## src/hw/rtl/dsk_rw_pkg.sv

```systemverilog
// Shared types and constants of the disk read/write bit logic.
package dsk_rw_pkg;

  localparam logic [9:0] SYNC_ONES   = 10'h3FF;
  localparam logic [1:0] PHASE_SHIFT = 2'd2;
  localparam logic [1:0] PHASE_LOAD  = 2'd3;
  localparam logic [2:0] BIT_FULL    = 3'd7;

  typedef struct packed {
    logic [3:0] phase_counter;
    logic [1:0] cell_counter;
    logic [9:0] read_shift;
    logic [7:0] write_shift;
    logic [2:0] bit_counter;
    logic       sync_level;
    logic       ready_level;
  } rw_state_t;

  typedef struct packed {
    logic       kind;
    logic       motor_on;
    logic       write_mode;
    logic       head_bit;
    logic       light_barrier;
    logic       byte_ready_enable;
    logic [7:0] port_value;
  } rw_item_t;

  typedef struct packed {
    logic       byte_ready;
    logic       byte_ready_changed;
    logic       sync_inactive;
    logic [7:0] read_byte;
    logic       head_write_strobe;
    logic       head_write_bit;
    logic       advance_disk;
  } rw_result_t;

endpackage

```

## src/hw/rtl/dsk_rw_step.sv

```systemverilog
// Next-state and result logic for one event of the read/write bit logic.
module dsk_rw_step
  import dsk_rw_pkg::*;
(
  input  rw_state_t  st,
  input  rw_item_t   item,
  output rw_state_t  st_next,
  output rw_result_t res
);

  always_comb begin
    rw_state_t  s;
    logic       changed;
    logic       strobe;
    logic       wbit;
    logic       advance;
    logic       level;

    s       = st;
    changed = 1'b0;
    strobe  = 1'b0;
    wbit    = 1'b0;
    advance = 1'b0;
    level   = 1'b1;

    if (!item.kind) begin
      // Byte ready is pulled low only with the enable set, phase bit one
      // clear and a full byte counted.
      level = !(item.byte_ready_enable && !s.phase_counter[1] &&
                (s.bit_counter == BIT_FULL));
      changed       = (s.ready_level != level);
      s.ready_level = level;
    end else if (item.motor_on) begin
      s.phase_counter = s.phase_counter + 4'd1;
      s.cell_counter  = s.cell_counter + 2'd1;
      if (s.cell_counter == 2'd0) begin
        if (!item.write_mode && item.head_bit) begin
          s.phase_counter = 4'd0;
        end
        advance = 1'b1;
      end
      s.sync_level = (s.read_shift != SYNC_ONES) || item.write_mode;
      if (!s.sync_level) begin
        s.bit_counter = 3'd0;
      end
      case (s.phase_counter[1:0])
        PHASE_SHIFT: begin
          changed       = !s.ready_level;
          s.ready_level = 1'b1;
          s.bit_counter = s.sync_level ? s.bit_counter + 3'd1 : 3'd0;
          if (item.write_mode && !item.light_barrier) begin
            strobe = 1'b1;
            wbit   = s.write_shift[7];
          end
          s.write_shift = {s.write_shift[6:0], 1'b0};
          s.read_shift  = {s.read_shift[8:0], (s.phase_counter[3:2] == 2'd0)};
        end
        PHASE_LOAD: begin
          if (s.bit_counter == BIT_FULL) begin
            s.write_shift = item.port_value;
          end
        end
        default: begin
          level = !(item.byte_ready_enable && !s.phase_counter[1] &&
                    (s.bit_counter == BIT_FULL));
          changed       = (s.ready_level != level);
          s.ready_level = level;
        end
      endcase
    end

    st_next                = s;
    res.byte_ready         = s.ready_level;
    res.byte_ready_changed = changed;
    res.sync_inactive      = s.sync_level;
    res.read_byte          = s.read_shift[7:0];
    res.head_write_strobe  = strobe;
    res.head_write_bit     = wbit;
    res.advance_disk       = advance;
  end

endmodule

```

## src/hw/rtl/disk_read_write_bit_logic.sv

```systemverilog
// Top level of the disk read/write bit logic: input register, state and result register.
//
// The block takes one event request per cycle, while in_stall is low, on the input
// channel: either a cpu tick (kind = 0), which only re-evaluates the byte-ready line,
// or a carry pulse of the bit-cell clock (kind = 1), which with the motor on advances
// the phase and cell counters, samples the head, shifts the read and write registers
// and sequences byte ready. Every request yields exactly one result request.
//
// A request is taken when in_valid is high and in_stall is low. It lands in
// an input register; the step logic then computes the new drive state and
// the result, which are written together into the state registers and the
// output register once that is empty or being drained. Throughput is one
// request per cycle while the receiver does not stall, set by the single
// pass through the step logic between the two registers.
//
// When the receiver raises out_stall, the result holds steady; the input
// register still accepts one more request, after which in_stall rises until
// the result is taken. Synchronous reset clears all drive state to zero
// (the stored byte-ready and sync levels low until the first event) and
// empties both registers.
module disk_read_write_bit_logic
  import dsk_rw_pkg::*;
(
  input  logic       clk,
  input  logic       rst,
  input  logic       in_valid,
  output logic       in_stall,
  input  logic       kind,
  input  logic       motor_on,
  input  logic       write_mode,
  input  logic       head_bit,
  input  logic       light_barrier,
  input  logic       byte_ready_enable,
  input  logic [7:0] port_value,
  output logic       out_valid,
  input  logic       out_stall,
  output logic       byte_ready,
  output logic       byte_ready_changed,
  output logic       sync_inactive,
  output logic [7:0] read_byte,
  output logic       head_write_strobe,
  output logic       head_write_bit,
  output logic       advance_disk
);

  rw_state_t  state;
  rw_state_t  state_next;
  rw_item_t   held;
  logic       held_valid;
  rw_result_t result;
  rw_result_t result_next;
  logic       load_out;
  logic       take_in;

  // The output register loads whenever the input register holds a request and it is empty or being drained.
  assign load_out = held_valid && (!out_valid || !out_stall);
  assign in_stall = held_valid && !load_out;
  assign take_in  = in_valid && !in_stall;

  dsk_rw_step u_step (
    .st      (state),
    .item    (held),
    .st_next (state_next),
    .res     (result_next)
  );

  always_ff @(posedge clk) begin
    if (rst) begin
      held_valid <= 1'b0;
      out_valid  <= 1'b0;
      state      <= '0;
    end else begin
      if (take_in) begin
        held_valid <= 1'b1;
      end else if (load_out) begin
        held_valid <= 1'b0;
      end
      if (load_out) begin
        out_valid <= 1'b1;
        state     <= state_next;
      end else if (!out_stall) begin
        out_valid <= 1'b0;
      end
    end
  end

  // Payload registers carry no reset.
  always_ff @(posedge clk) begin
    if (take_in) begin
      held <= '{kind: kind, motor_on: motor_on, write_mode: write_mode,
                head_bit: head_bit, light_barrier: light_barrier,
                byte_ready_enable: byte_ready_enable, port_value: port_value};
    end
    if (load_out) begin
      result <= result_next;
    end
  end

  assign byte_ready         = result.byte_ready;
  assign byte_ready_changed = result.byte_ready_changed;
  assign sync_inactive      = result.sync_inactive;
  assign read_byte          = result.read_byte;
  assign head_write_strobe  = result.head_write_strobe;
  assign head_write_bit     = result.head_write_bit;
  assign advance_disk       = result.advance_disk;

endmodule

```

## config.mk

```make
export PLATFORM = sky130hd
export DESIGN_NAME = disk_read_write_bit_logic
export DESIGN_NICKNAME = d
export VERILOG_FILES = /design/src/hw/rtl/dsk_rw_pkg.sv /design/src/hw/rtl/dsk_rw_step.sv /design/src/hw/rtl/disk_read_write_bit_logic.sv
export SDC_FILE = /design/constraint.sdc
export NUM_CORES = 1
export LEC_CHECK = 0
export BUFFER_PORTS_ARGS = -buffer_cell sky130_fd_sc_hd__buf_2
export CORE_ASPECT_RATIO = 0.7
export CORE_MARGIN = 1
export CORE_UTILIZATION = 40
export CTS_CLUSTER_DIAMETER = 120
export DETAILED_ROUTE_END_ITERATION = 7
export PLACE_DENSITY = 0.66
export SLEW_MARGIN = 20
export SYNTH_ARGS = -nofsm -noshare
export SYNTH_HDL_FRONTEND = slang
export SYNTH_SLANG_ARGS = --single-unit
```

## constraint.sdc

```tcl
create_clock -name clk -period 5.26 [get_ports clk]
set_clock_uncertainty 0.1 [all_clocks]
set_input_delay 1.052 -clock clk [delete_from_list [all_inputs] [get_ports clk]]
set_output_delay 1.052 -clock clk [all_outputs]
set_load 0.02 [all_outputs]
```

==> results.md <==
- Final Hold Fails: 0
- Yosys warnings: 0
- Power Density: 306 nW/um2
- Vias per cell: 4.98
- Clk slew on worst S/H paths: 0.06 ns
- Slowest cell on the critical path: and3_1
- Switching Fraction: 22.1%
- CTS Buffer Depth: 2
- Final ANT Viol Nets: 0
- CP peak stage delay: 0.21 ns
- Xor/xnor share of the synthesized area: 1.42%
- Area delta synth->final: 15.1%
- Final nets: 265
- Async SR Flop Fraction: 0%
- Setup Buffers After CTS: 0
- Most used flip-flop cell after synthesis: dfxtp_1
- Number of global-route vias before repair: 1502
- Drt drc: 0
- Syn avg cell area: 12.0 um2
- Max-Cap Viols: 0
- WL/cell: 13.6 um
- Setup TNS: 0 ns
- First-pass DRT Iterations: 4
- Cell repeated most along the worst path: buf_2
- Yosys reg bits: 59
- Highest net fanout along the worst path: 3
- Worst path bufs/invs: 2
- WP data required: 4.11 ns
- Highest Clock Rate: 372 MHz
- Number of synthesized flops with an enable pin: 28
- RD Place Congestion: 0.903
- Min Tclk post-route: 2.69 ns
- CTS resizes: 0
- Ordered list of cells on the worst path: buf_2, and3_1, buf_2
- CTS tree: yes
- Clk sink count: 59
- Met3 GRT Util: 7.66%
- Slew HR: 39.7%
- Final Setup Violations: 0
- Overflow left after global routing: 0
- Main combinational cell family by area after synthesis: simple AND/OR/NAND/NOR gates
- Cell Rows: 23
- Largest net degree at the start of global routing: 29
- Height of the die: 67.7 um
- # IOs: 34
- Synthesized instance count: 205
- VDD IR-drop max: 0.136 mV
- # H-tree levels: 3
- Comb pwr share: 5.0%
- Status: finished, final reports clean
- CP Capture Type: output pin
- HPWL after detailed placement: 3050 um
- Placed Instances: 307
- Final WS setup: 2.57 ns
- GRT met1 Usage: 21.3%
- Multiplexer area fraction after synthesis: 10.5%
- GRT Util Overall: 16.2%
- Die width: 95.9 um
- Port buffer count: 33
- Seq/Total Area, Yosys: 59.2%
- Post-cts hold buffer count: 0
- Clock share of power: 37.2%
- CTS root buf: clkbuf_8
- Post-Synth Adder-Cell Area: 2.03%
- Sequential Power Share: 57.8%
- Setup CP Type: input port to output pin
- Initial Util: 42.3%
- Post-Syn Area: 2470 um2
- Static Leak: 1.13 nW
- Compound-Gate Fraction of Synth Area: 8.31%
- Post-Syn Nets: 227
- Die Area: 6500 um2
- Finished Layout Cells: 323
- Unrepaired setup endpoints after global routing: false
- Crit path launch type: input port
- Drt first-iter violations: 109
- Routed vias: 1608
- Max Slew Vio Count: 0
- Crit path max-delay family: buffers and inverters
- Ant diodes: 0
- Yosys cell types: 43
- Synth Area in Simple Gates: 16.3%
- CTS Buf Count: 9
- Global-route wire length before repair: 7320 um
- Skew-Pair Late Insertion Delay: 0.34 ns
- Initial antenna violation count: 0
- Final Cycle Share: 51.1%
- Met2 GRT Util: 22.0%
- Core Region: 5840 um2
- Layout cells sized above 1: 25.0%
- Pin slew with the least headroom to its limit: 0.898 ns
- Fillcell total: 542
- Gr busiest metal: met2
- Setup WS pre-CTS: 2.26 ns
- NetSw: 0.000192 W
- Critical path arrival: 1.53 ns
- HP Class: register to register
- Internal power: 0.000677 W
- Final wirelength: 4400 um
## cells in the final DEF (no fill, tap or decap), drive strengths merged
cell type	n
clkinv	4
and3b	1
a31oi	1
a311oi	1
nand4b	3
o21ai	6
xor2	1
a21bo	1
o32a	1
dfxtp	31
xnor2	3
inv	2
nor3b	1
clkbuf	12
a21oi	10
ha	4
a211oi	7
nand3b	2
o2111ai	1
a22oi	1
mux2i	18
nand3	5
buf	34
nor2b	5
nor4	2
nand2	10
and3	2
edfxtp	28
mux2	7
or4	1
nor3	2
nor2	32
and2	3
nand2b	2
nand4	3
a21o	1
## through the flow
step                hold slack [ns]  power (W)  util [%]  area [um2]
CTS                           0.379   0.000886      48.7        2840
floorplan                     0.340   0.000538         -        2470
detailed placement            0.369   0.000556      46.0        2690
global placement              0.367   0.000555      46.0        2690
finish                        0.374   0.000870      48.7        2840
global route                  0.389   0.000910      48.7        2840
## cell usage after synthesis (3+ instances only)
| cell type | instances | area (um2) |
|---|---|---|
| a211oi_1 | 5 | 37.5 |
| a21oi_1 | 9 | 45.0 |
| and2_1 | 3 | 18.8 |
| buf_6 | 3 | 33.8 |
| dfxtp_1 | 31 | 621 |
| edfxtp_1 | 28 | 841 |
| ha_1 | 4 | 50.1 |
| mux2_2 | 7 | 78.8 |
| mux2i_1 | 18 | 180 |
| nand2_1 | 10 | 37.5 |
| nand3_1 | 5 | 25.0 |
| nand4_1 | 3 | 18.8 |
| nor2_1 | 31 | 116 |
| nor2b_1 | 5 | 31.3 |
| o21ai_0 | 6 | 30.0 |
| xnor2_1 | 3 | 26.3 |
## sequential cells by signal, indices dropped and copies added (netlist names)
signal              flops
read_byte               8
state                  29
held                   14
head_write_strobe       1
byte_ready              1
advance_disk            1
byte_ready_changed      1
out_valid               1
head_write_bit          1
sync_inactive           1
held_valid              1
## cells by family (layout without fill, tap and decap cells)
kind of cell,count (synthesis),count (layout)
buf+inv,9,52
mux,25,25
simple gates,74,74
compound gates,30,30
fa+ha+maj,4,4
xor+xnor,4,4
flops,59,59
## power by group through the flow
stage | clock (W) | combinational, W | sequential, W
floorplan | 0 | 0.0000210 | 0.000517
global placement | 0 | 0.0000431 | 0.000512
detailed placement | 0 | 0.0000439 | 0.000512
CTS | 0.000340 | 0.0000440 | 0.000503
global route | 0.000358 | 0.0000478 | 0.000504
finish | 0.000324 | 0.0000436 | 0.000503
## cell type report
type	instances	area [um2]	share of cell area, %
Clock buffer	12	135	4.75
Inverter	2	7.51	0.264
Timing Repair Buffer	34	173	6.07
Tap cell	75	93.8	3.30
Clock inverter	4	18.8	0.660
Multi-Input combinational cell	137	953	33.5
Sequential cell	59	1460	51.4
## worst min-delay path: stages, from the launching register on
cell and delay (ns):
dfxtp_1 0.31, nand2_1 0.06, a21oi_1 0.06
## layer usage
| metal | vias up | part of all wire (%) |
|---|---|---|
| li1 | 823 | - |
| met1 | 735 | 52 |
| met2 | 41 | 39 |
| met3 | 9 | 5.9 |
| met4 | 0 | 2.3 |
| met5 | - | 0 |
## path summary, 6_finish.rpt
path                     startpoint                endpoint  slack (ns)  cells past startpoint
min          state[24]$_SDFFE_PP0P_  state[24]$_SDFFE_PP0P_        0.37                      2
max                       out_stall                in_stall        2.57                      3
min reg2reg  state[24]$_SDFFE_PP0P_  state[24]$_SDFFE_PP0P_        0.37                      2
max reg2reg      held[11]$_DFFE_PP_  state[10]$_SDFFE_PP0P_        2.58                      9
No activity file was read; power rests on OpenSTA's default activity.
